$ cat src/hw/rtl/sr5_pkg.sv
// Shared codes for the SOCKS5 request parser: parse states, status, address kinds.
package sr5_pkg;

  // Parse state codes, held in a plain 4-bit vector.
  localparam logic [3:0] PS_VERSION = 4'd0;
  localparam logic [3:0] PS_CMD     = 4'd1;
  localparam logic [3:0] PS_RSV     = 4'd2;
  localparam logic [3:0] PS_ATYP    = 4'd3;
  localparam logic [3:0] PS_DNLEN   = 4'd4;
  localparam logic [3:0] PS_ADDR    = 4'd5;
  localparam logic [3:0] PS_PORT    = 4'd6;
  localparam logic [3:0] PS_ERROR   = 4'd7;
  localparam logic [3:0] PS_END     = 4'd8;

  // Reported phase.
  localparam logic [1:0] PHASE_BUSY  = 2'd0;
  localparam logic [1:0] PHASE_DONE  = 2'd1;
  localparam logic [1:0] PHASE_ERROR = 2'd2;

  // Reply status codes.
  localparam logic [1:0] ST_OK      = 2'd0;
  localparam logic [1:0] ST_GENERAL = 2'd1;
  localparam logic [1:0] ST_CMD     = 2'd2;
  localparam logic [1:0] ST_ATYP    = 2'd3;

  // Address kinds.
  localparam logic [1:0] KIND_NONE = 2'd0;
  localparam logic [1:0] KIND_IPV4 = 2'd1;
  localparam logic [1:0] KIND_NAME = 2'd2;
  localparam logic [1:0] KIND_IPV6 = 2'd3;

  // Protocol byte values.
  localparam logic [7:0] SOCKS_VERSION = 8'h05;
  localparam logic [7:0] CMD_CONNECT   = 8'h01;
  localparam logic [7:0] RSV_BYTE      = 8'h00;
  localparam logic [7:0] ATYP_IPV4     = 8'h01;
  localparam logic [7:0] ATYP_NAME     = 8'h03;
  localparam logic [7:0] ATYP_IPV6     = 8'h04;

  // Address lengths of the fixed-size kinds.
  localparam logic [7:0] LEN_IPV4 = 8'd4;
  localparam logic [7:0] LEN_IPV6 = 8'd16;

  // Number of port bytes.
  localparam logic [7:0] PORT_BYTES = 8'd2;

endpackage

$ cat src/hw/rtl/socks5_request_parser.sv
// SOCKS5 request parser: checks a request byte by byte and reports its fields.
//
// The block takes one beat per request byte on the input channel (in_valid_i,
// in_stall_o, action_i, data_byte_i). With action_i low the byte is parsed;
// with action_i high the parser restarts and the byte is ignored. Every input
// beat produces exactly one result beat on the output channel (out_valid_o,
// out_stall_i and the result fields).
//
// A result carries the phase (parsing, complete or error), the reply status,
// and, for destination address bytes, the byte with its index within the
// address. The address kind, expected address length and the big-endian port
// accumulated so far are shown with every result.
//
// A beat's result is registered and valid in the cycle after its acceptance.
// One beat is accepted every cycle while no waiting result is stalled; the
// rate is set by the single result register, refilled in the cycle it is
// emptied. When the receiver stalls a waiting result, the result holds and
// in_stall_o rises in the same cycle, so no beat is lost. Reset puts the parser
// in the state that expects the version byte, with status general failure, no
// address kind, zero length and port, and an empty result register.
module socks5_request_parser
  import sr5_pkg::*;
(
  input  logic        clk_i,
  input  logic        rst_ni,
  input  logic        in_valid_i,
  output logic        in_stall_o,
  input  logic        action_i,
  input  logic [7:0]  data_byte_i,
  output logic        out_valid_o,
  input  logic        out_stall_i,
  output logic [1:0]  phase_o,
  output logic [1:0]  status_o,
  output logic        addr_valid_o,
  output logic [7:0]  addr_byte_o,
  output logic [7:0]  addr_index_o,
  output logic [1:0]  addr_kind_o,
  output logic [7:0]  addr_length_o,
  output logic [15:0] dest_port_o
);

  // Parser state.
  logic [3:0]  pstate_q, pstate_d;
  logic [1:0]  fail_q, fail_d;
  logic [1:0]  kind_q, kind_d;
  logic [7:0]  exp_len_q, exp_len_d;
  logic [7:0]  count_q, count_d;
  logic [15:0] port_q, port_d;

  // Result register.
  logic        out_valid_q;
  logic [1:0]  phase_q, phase_d;
  logic        av_q, av_d;
  logic [7:0]  ab_q, ab_d;
  logic [7:0]  ai_q, ai_d;

  logic        in_fire;
  logic [7:0]  count_inc;

  // The result register can take a new beat unless it holds one being stalled.
  assign in_stall_o = out_valid_q & out_stall_i;
  assign in_fire    = in_valid_i & ~in_stall_o;
  assign count_inc  = count_q + 8'd1;

  always_comb begin
    pstate_d  = pstate_q;
    fail_d    = fail_q;
    kind_d    = kind_q;
    exp_len_d = exp_len_q;
    count_d   = count_q;
    port_d    = port_q;
    av_d      = 1'b0;
    ab_d      = 8'd0;
    ai_d      = 8'd0;

    if (action_i) begin
      pstate_d  = PS_VERSION;
      fail_d    = ST_GENERAL;
      kind_d    = KIND_NONE;
      exp_len_d = 8'd0;
      count_d   = 8'd0;
      port_d    = 16'd0;
    end else begin
      case (pstate_q)
        PS_VERSION: begin
          if (data_byte_i == SOCKS_VERSION) begin
            pstate_d = PS_CMD;
          end else begin
            pstate_d = PS_ERROR;
            fail_d   = ST_GENERAL;
          end
        end
        PS_CMD: begin
          if (data_byte_i == CMD_CONNECT) begin
            pstate_d = PS_RSV;
          end else begin
            pstate_d = PS_ERROR;
            fail_d   = ST_CMD;
          end
        end
        PS_RSV: begin
          if (data_byte_i == RSV_BYTE) begin
            pstate_d = PS_ATYP;
          end else begin
            pstate_d = PS_ERROR;
            fail_d   = ST_GENERAL;
          end
        end
        PS_ATYP: begin
          if (data_byte_i == ATYP_IPV4) begin
            kind_d    = KIND_IPV4;
            exp_len_d = LEN_IPV4;
            count_d   = 8'd0;
            pstate_d  = PS_ADDR;
          end else if (data_byte_i == ATYP_IPV6) begin
            kind_d    = KIND_IPV6;
            exp_len_d = LEN_IPV6;
            count_d   = 8'd0;
            pstate_d  = PS_ADDR;
          end else if (data_byte_i == ATYP_NAME) begin
            kind_d   = KIND_NAME;
            pstate_d = PS_DNLEN;
          end else begin
            pstate_d = PS_ERROR;
            fail_d   = ST_ATYP;
          end
        end
        PS_DNLEN: begin
          exp_len_d = data_byte_i;
          count_d   = 8'd0;
          // An empty domain name cannot be parsed, so it is rejected.
          if (data_byte_i == 8'd0) begin
            pstate_d = PS_ERROR;
            fail_d   = ST_GENERAL;
          end else begin
            pstate_d = PS_ADDR;
          end
        end
        PS_ADDR: begin
          av_d = 1'b1;
          ab_d = data_byte_i;
          ai_d = count_q;
          if (count_inc == exp_len_q) begin
            count_d  = 8'd0;
            pstate_d = PS_PORT;
          end else begin
            count_d = count_inc;
          end
        end
        PS_PORT: begin
          port_d  = {port_q[7:0], data_byte_i};
          count_d = count_inc;
          if (count_inc >= PORT_BYTES) begin
            fail_d   = ST_OK;
            pstate_d = PS_END;
          end
        end
        default: begin
          // Complete or failed: the byte is dropped until a restart.
        end
      endcase
    end

    case (pstate_d)
      PS_END:   phase_d = PHASE_DONE;
      PS_ERROR: phase_d = PHASE_ERROR;
      default:  phase_d = PHASE_BUSY;
    endcase
  end

  always_ff @(posedge clk_i or negedge rst_ni) begin
    if (!rst_ni) begin
      pstate_q    <= PS_VERSION;
      fail_q      <= ST_GENERAL;
      kind_q      <= KIND_NONE;
      exp_len_q   <= 8'd0;
      count_q     <= 8'd0;
      port_q      <= 16'd0;
      out_valid_q <= 1'b0;
    end else begin
      if (in_fire) begin
        pstate_q  <= pstate_d;
        fail_q    <= fail_d;
        kind_q    <= kind_d;
        exp_len_q <= exp_len_d;
        count_q   <= count_d;
        port_q    <= port_d;
      end
      if (in_fire) begin
        out_valid_q <= 1'b1;
      end else if (!out_stall_i) begin
        out_valid_q <= 1'b0;
      end
    end
  end

  // Per-beat result fields; the rest of the result is read from the state.
  always_ff @(posedge clk_i) begin
    if (in_fire) begin
      phase_q <= phase_d;
      av_q    <= av_d;
      ab_q    <= ab_d;
      ai_q    <= ai_d;
    end
  end

  assign out_valid_o   = out_valid_q;
  assign phase_o       = phase_q;
  assign status_o      = fail_q;
  assign addr_valid_o  = av_q;
  assign addr_byte_o   = ab_q;
  assign addr_index_o  = ai_q;
  assign addr_kind_o   = kind_q;
  assign addr_length_o = exp_len_q;
  assign dest_port_o   = port_q;

endmodule

$ cat config.mk
export PLATFORM = sky130hd
export DESIGN_NAME = socks5_request_parser
export DESIGN_NICKNAME = d
export VERILOG_FILES = /design/src/hw/rtl/sr5_pkg.sv /design/src/hw/rtl/socks5_request_parser.sv
export SDC_FILE = /design/constraint.sdc
export NUM_CORES = 1
export LEC_CHECK = 0
export ABC_AREA = 1
export BUFFER_PORTS_ARGS = -buffer_cell sky130_fd_sc_hd__clkbuf_2
export CAP_MARGIN = 40
export CORE_MARGIN = 4
export CORE_UTILIZATION = 40
export CTS_CLUSTER_DIAMETER = 150
export DETAILED_ROUTE_END_ITERATION = 7
export GPL_TIMING_DRIVEN = 0
export PLACE_DENSITY_LB_ADDON = 0.12
export SYNTH_ARGS = -nofsm -noshare
export SYNTH_HDL_FRONTEND = slang
export SYNTH_SLANG_ARGS = --single-unit
$ cat constraint.sdc
create_clock -name clk_i -period 2.7 [get_ports clk_i]
set_input_delay 0.27 -clock clk_i [delete_from_list [all_inputs] [get_ports clk_i]]
set_output_delay 0.27 -clock clk_i [all_outputs]
set_load 0.05 [all_outputs]
==> results of run 1 <==
-- sequential cells by signal, indices dropped and copies added (netlist names), 2 cells and up --
register,flops
addr_kind_o,2
addr_index_o,8
dest_port_o,16
phase_o,2
pstate_q,4
addr_byte_o,8
status_o,2
addr_length_o,8
count_q,8
-- final cells by class --
class | instances | area share, %
inverter | 49 | 4.72
timing repair buffer | 62 | 8.42
buffer | 9 | 1.05
clock buffer | 11 | 3.89
sequential | 60 | 40.7
multi-input combinational | 289 | 36.1
tap | 102 | 3.25
clock inverter | 5 | 1.85
-- worst min-delay path: stages --
cell and delay, ps:
clkbuf_2 80, inv_1 40, nand2_1 50
-- timing repair --
| item | CTS | global route |
|---|---|---|
| hold endpoints to repair | 9 | 0 |
| resized for setup | 0 | 0 |
| hold buffers | 1 | 0 |
-- where the power goes --
part | switching (mW) | internal [mW] | leakage [nW] | total, mW
combinational | 0.937 | 0.318 | 1.08 | 1.26
sequential | 0.111 | 1.07 | 0.736 | 1.18
clock | 0.360 | 0.569 | 0.114 | 0.929
-- stage by stage --
step           hold slack [ps]  setup slack [ps]  total power, mW  utilization [%]  std cells
3_5_place_dp               183               391             2.46             47.2        570
5_1_grt                    154               229             3.59             50.2        587
4_1_cts                    115               380             3.40             50.2        587
6_report                   131               400             3.37             50.2        587
2_1_floorplan            -25.6               498             2.14                -        407
3_3_place_gp               473               386             2.46             47.0        569
-- final timing paths --
check | start | to | slack [ps] | cells after the start
setup reg to reg | count_q[0] | phase_o[0] | 400 | 13
min in group asynchronous | rst_ni | count_q[6] | 350 | 2
hold reg to reg | dest_port_o[12] | dest_port_o[12] | 500 | 2
setup / recovery | count_q[0] | phase_o[0] | 400 | 13
max in group asynchronous | rst_ni | status_o[0] | 1800 | 3
hold / removal | in_valid_i | out_valid_o | 130 | 3
-- placed cells by master, fill, tap and decap left out, drive strengths merged --
cell	netlist	final
xor2	3	3
o31ai	5	5
clkbuf	3	74
a21o	1	1
edfxtp	19	19
o21bai	1	1
buf	6	7
nand3b	2	2
nor2	56	56
o21ai	33	33
nand3	36	36
dlygate4sd3	0	1
o21a	1	1
or2	1	1
nand2	130	130
clkinv	2	5
dfrtp	40	40
bufinv	0	2
a21oi	3	3
nor3	7	7
a31oi	1	1
a211oi	1	1
nand4	4	4
dfstp	1	1
o211ai	1	1
inv	47	47
and3	1	1
ha	2	2
-- cells in the mapped netlist (2+ instances only) --
cell type    n
nand2_2     12
nand4_1      3
nor2_1      47
nor3_1       4
o21ai_1     12
edfxtp_1    19
nand3_1     34
nand3b_1     2
nand3_2      2
a21oi_1      2
xor2_1       3
clkbuf_1     3
nand2_1    117
o31ai_1      5
nor3_2       2
o21ai_2      3
nor2_4       2
dfrtp_1     40
ha_1         2
buf_2        6
inv_2        5
nor2_2       6
inv_1       42
o21ai_0     18
-- logic make-up (layout without fill, tap and decap cells) --
group                      Yosys count  count (layout)
xor gates and xnor gates             3               3
AOI/OAI and AO/OA                   47              47
DFF                                 60              60
buffers and inverters               58             136
and+or+nand+nor                    237             237
adders and majority gates            2               2
-- metal layers --
metal  part of all wire, %  global-route usage (%)  vias up
li1                      -                       -     1459
met1                    46                    25.5     1369
met2                    48                    30.5       68
met3                   4.6                    4.29       13
met4                   1.9                    6.07        0
met5                     0                       0        -
==> metrics.md, run 1 <==
| Metric | Value |
|---|---|
| Run status | `complete, no violations` |
| Slew @ Worst Pin | `629 ps` |
| Final period utilization | `85.2%` |
| Combined area of the multi-input logic cells | `1420 um^2` |
| Final layout net count | `495` |
| CTS tree | `yes` |
| Fraction of the mapped netlist area in simple logic gates | `33.6%` |
| Cells along the critical path | `ha_1 -> inv_1 -> or2_2 -> nor2_1 -> nand2_1 -> nor2_2 -> nand4_2 -> nand2_1 -> inv_1 -> nand2_1 -> nand2_1 -> nand2_1 -> nor2_2` |
| CP startpoint kind | `flip-flop` |
| Summed instance area of the synthesized netlist | `3240 um^2` |
| Number of sinks on the clock net | `60` |
| Number of global-route vias before repair | `2835` |
| Top area cells in the synthesized netlist | `dfrtp_1, edfxtp_1, nand2_1` |
| WS Path Type | `flip-flop to flip-flop` |
| Main combinational cell family by area after synthesis | `simple AND/OR/NAND/NOR gates` |
| Static leakage power | `1.93 nW` |
| Most common cell on crit path | `nand2_1` |
| Max-cap violation count | `0` |
| Flops & latches, synth | `60` |
| Share of Yosys cell area claimed by the top area cell type | `30.9%` |
| Final critical delay including setup and external delays | `2300 ps` |
| Pins Over Slew Limit | `0` |
| Routability congestion estimate | `0.888` |
| Clock-pin slew on the worst setup and hold paths | `70 ps` |
| Die outline width | `98.0 um` |
| Syn Nets | `422` |
| Area occupied by registers | `1600 um^2` |
| Largest area contributor in the netlist | `dfrtp_1` |
| Number of flops mapped to enable cells by yosys | `19` |
| Overall die area | `9600 um^2` |
| Worst Skew | `7.55 ps` |
| Maximum count of clock buffers along a single path | `2` |
| Type of destination of the critical path | `flip-flop` |
| Crit path max fanout | `7` |
| Number of failing hold endpoints at the final stage | `0` |
| Wire length of the first global-routing pass | `14400 um` |
| Post-CTS setup buffer count | `0` |
| First DRT Iteration DRCs | `117` |
| Iteration count of the initial detailed-routing pass | `5` |
| Aggregate global-route resource usage | `19.0%` |
| Worst hold path type | `input port to flip-flop` |
| Area of the core region | `7810 um^2` |
| Clk root buf | `clkbuf_8` |
| Buffers and inverters on the worst path | `2` |
| Final Routed Wirelength | `8660 um` |
| Dpl cell area | `3690 um^2` |
| Source-to-sink clock delay at the later pin of the worst-skew pair | `340 ps` |
| Final routed wire length divided by cell count | `14.7 um` |
| Fill count | `770` |
| Average size of a mapped cell | `7.96 um^2` |
| Site row count | `32` |
| Ys flop type | `dfrtp_1` |
| Fraction of final layout cells sized beyond drive strength 1 | `24.7%` |
| Maximum clock rate | `435 MHz` |
| DP Wirelength | `6580 um` |
| Data arrival time at the worst-slack endpoint | `2400 ps` |
| Post-route design area | `3920 um^2` |
| Effective utilization at floorplan | `41.5%` |
| Portion of netlist area occupied by mux cells | `0%` |
| Post-synthesis xor/xnor area fraction | `0.811%` |
| Adder-cell share of the synthesized area | `0.772%` |
| H-Tree Depth | `3` |
| Compound-gate portion of the synthesized area | `8.54%` |
| Power Dens Cells | `858 nW/um^2` |
| Residual antenna-violating net count after detailed routing | `0` |
| Number of unique standard cell types used by synthesis | `40` |
| Synth-to-Final Area Change | `21.1%` |
| Vias after detailed routing | `2909` |
| Unrepaired setup endpoints after global routing | `no` |
| Number of instances in the synthesized netlist | `407` |
| Delay-heaviest family, CP | `simple AND/OR/NAND/NOR gates` |
| Largest net degree at the start of global routing | `33` |
| Number of antenna violations at the first check in global routing | `0` |
| Post-synthesis sequential area ratio | `49.3%` |
| Worst slew slack as a fraction of its limit | `58.1%` |
| Data required time of the critical path | `2800 ps` |
| Yosys Warn Count | `0` |
| Total I/O pin count | `62` |
| DRC violations left | `0` |
| Cell at the slowest stage of the critical path | `dfrtp_1` |
| Gr ovfl total | `0` |
| Final setup violation count | `0` |
| Total CTS buffers | `9` |
| Proportion of register bits with asynchronous set or reset after synthesis | `68.3%` |
| Antenna Cells | `0` |
| Count of buffers from port buffering | `60` |
| Max IR drop VDD | `0.423 mV` |
| Die height | `98.0 um` |
| Crit path largest cell delay | `470 ps` |
| Via density per instance | `4.96` |
| Sum of negative setup slack | `0 ps` |
No activity file was read; power rests on OpenSTA's default activity.
==> run 2: changes to the inputs <==
--- a/config.mk
+++ b/config.mk
@@ -8,12 +8,14 @@
 export ABC_AREA = 1
 export BUFFER_PORTS_ARGS = -buffer_cell sky130_fd_sc_hd__clkbuf_2
 export CAP_MARGIN = 40
+export CELL_PAD_IN_SITES_DETAIL_PLACEMENT = 2
+export CELL_PAD_IN_SITES_GLOBAL_PLACEMENT = 2
 export CORE_MARGIN = 4
-export CORE_UTILIZATION = 40
+export CORE_UTILIZATION = 32
 export CTS_CLUSTER_DIAMETER = 150
 export DETAILED_ROUTE_END_ITERATION = 7
 export GPL_TIMING_DRIVEN = 0
-export PLACE_DENSITY_LB_ADDON = 0.12
+export PLACE_DENSITY_LB_ADDON = 0.05
 export SYNTH_ARGS = -nofsm -noshare
 export SYNTH_HDL_FRONTEND = slang
 export SYNTH_SLANG_ARGS = --single-unit
==> run 2 against run 1 <==
First-iteration DRC count is 12% lower. Fmax decreased by 3.6%. Clock power fell by 20%. Flip-flop and latch count did not move. Sequential share of layout area up 0.13 points. Clock skew decreased by 1.8 ps. Sequential power about the same. Die area increased by 23%. Critical path depth unchanged. Largest power group unchanged.
==> metrics.md, run 2 (synthesized netlist as in run 1, its figures left out) <==
| Metric | Value |
|---|---|
| Run status | `complete, no violations` |
| DP Wirelength | `8290 um` |
| Post-route design area | `3910 um^2` |
| Antenna Cells | `0` |
| Aggregate global-route resource usage | `19.6%` |
| Maximum count of clock buffers along a single path | `2` |
| Total I/O pin count | `62` |
| H-Tree Depth | `3` |
| Static leakage power | `1.90 nW` |
| Sum of negative setup slack | `0 ps` |
| Post-layout util | `39.8%` |
| Number of antenna violations at the first check in global routing | `0` |
| Die outline width | `109 um` |
| CP startpoint kind | `flip-flop` |
| Unrepaired setup endpoints after global routing | `no` |
| Max IR drop VDD | `0.315 mV` |
| Type of destination of the critical path | `flip-flop` |
| Count of instances resized after the clock tree is built | `0` |
| Effective utilization at floorplan | `33.0%` |
| Dpl cell area | `3730 um^2` |
| Area occupied by registers | `1600 um^2` |
| Slew @ Worst Pin | `688 ps` |
| Worst hold path type | `input port to flip-flop` |
| Clock-pin slew on the worst setup and hold paths | `80 ps` |
| Synth-to-Final Area Change | `20.7%` |
| Gr ovfl total | `0` |
| Final setup violation count | `0` |
| Fraction of final layout cells sized beyond drive strength 1 | `25.4%` |
| Maximum clock rate | `419 MHz` |
| DRC violations left | `0` |
| Die height | `109 um` |
| Largest net degree at the start of global routing | `29` |
| Max reg flops | `16` |
| Area of the core region | `9820 um^2` |
| WS Path Type | `flip-flop to flip-flop` |
| Iteration count of the initial detailed-routing pass | `4` |
| Total CTS buffers | `9` |
| Final Power | `3.23 mW` |
| Clk root buf | `clkbuf_8` |
| Commonest cells after routing, fill and taps aside | `nand2_1, clkbuf_2, nor2_1` |
| Final routed wire length divided by cell count | `17.2 um` |
| Most frequent standard cell in the layout excluding fill and tap cells | `nand2_1` |
| Data arrival time at the worst-slack endpoint | `2480 ps` |
| Number of sinks on the clock net | `60` |
| Data required time of the critical path | `2800 ps` |
| Final period utilization | `88.4%` |
| Max-cap violation count | `0` |
| Number of global-route vias before repair | `3413` |
| CTS tree | `yes` |
| Fill count | `1193` |
| Residual antenna-violating net count after detailed routing | `0` |
| Vias after detailed routing | `2994` |
| Pins Over Slew Limit | `0` |
| Crit path max fanout | `7` |
| Combined area of the multi-input logic cells | `1420 um^2` |
| Overall die area | `11800 um^2` |
| Site row count | `36` |
| Final Routed Wirelength | `10600 um` |
| Wire length of the first global-routing pass | `17600 um` |
| Power Dens Cells | `825 nW/um^2` |
| Routability congestion estimate | `0.800` |
| Final layout net count | `495` |
| Worst slew slack as a fraction of its limit | `54.2%` |
| Number of failing hold endpoints at the final stage | `0` |
| First DRT Iteration DRCs | `103` |
| Final critical delay including setup and external delays | `2390 ps` |
| Source-to-sink clock delay at the later pin of the worst-skew pair | `340 ps` |
| Worst Skew | `5.76 ps` |
| Via density per instance | `4.84` |
| Post-CTS setup buffer count | `0` |
| Count of buffers from port buffering | `60` |
run 2: cell count changes in the layout (fill, tap and decap cells not counted), sizes merged:
cell	delta
clkbuf	-2
inv	+3
bufinv	-2
clkinvlp	+1
run 2: metal layers:
metal | GRT usage [%] | routed length (um) | share of wire [%] | vias to the layer above
met5 | 0 | 0 | 0 | -
met4 | 3.34 | 59 | 0.55 | 0
met3 | 4.32 | 418 | 3.9 | 4
met2 | 36.4 | 5460 | 51 | 44
met1 | 23.3 | 4700 | 44 | 1485
li1 | - | - | - | 1461
run 2: repair_timing:
action,4_1_cts,5_1_grt
endpoints found under the hold margin,12,0
setup endpoints to repair,0,0
hold buffers,1,0
run 2: through the flow:
| step | hold WS (ps) | instances | setup WS, ps |
|---|---|---|---|
| after floorplan | -25.6 | 407 | 498 |
| final | 133 | 618 | 314 |
| after global routing | 131 | 618 | 138 |
| after CTS | 127 | 618 | 303 |
| after global placement | 470 | 600 | 389 |
| after detailed placement | 224 | 601 | 330 |
run 2: path summary, 6_finish.rpt:
path | depth (start not counted) | endpoint | slack [ps] | startpoint
setup / recovery | 13 | phase_o[0] | 310 | count_q[0]
hold / removal | 3 | out_valid_o | 130 | in_valid_i
setup reg to reg | 13 | phase_o[0] | 310 | count_q[0]
hold reg to reg | 2 | out_valid_o | 490 | out_valid_o
max in group asynchronous | 3 | pstate_q[1] | 1810 | rst_ni
min in group asynchronous | 2 | dest_port_o[13] | 390 | rst_ni
run 2: report_power, final:
part / total, mW / switching (mW) / internal (mW)
registers: 1.19 / 0.114 / 1.07
logic: 1.30 / 0.976 / 0.319
clock network: 0.745 / 0.408 / 0.338
run 2: critical path: stages, from the launching register on:
cell	delay, ps
dfrtp_1	500
ha_1	380
inv_1	70
or2_2	280
nor2_1	90
nand2_1	70
nor2_2	160
nand4_2	160
nand2_1	100
inv_1	40
nand2_1	120
nand2_1	60
nand2_1	80
nor2_2	30
run 2: final cells by class:
cell class	count	share of cell area, %
Clock buffer	9	3.17
Inverter	49	4.74
Sequential cell	60	40.9
Multi-Input combinational cell	289	36.2
Buffer	9	1.06
Timing Repair Buffer	62	8.45
Tap cell	133	4.26
Clock inverter	7	1.28
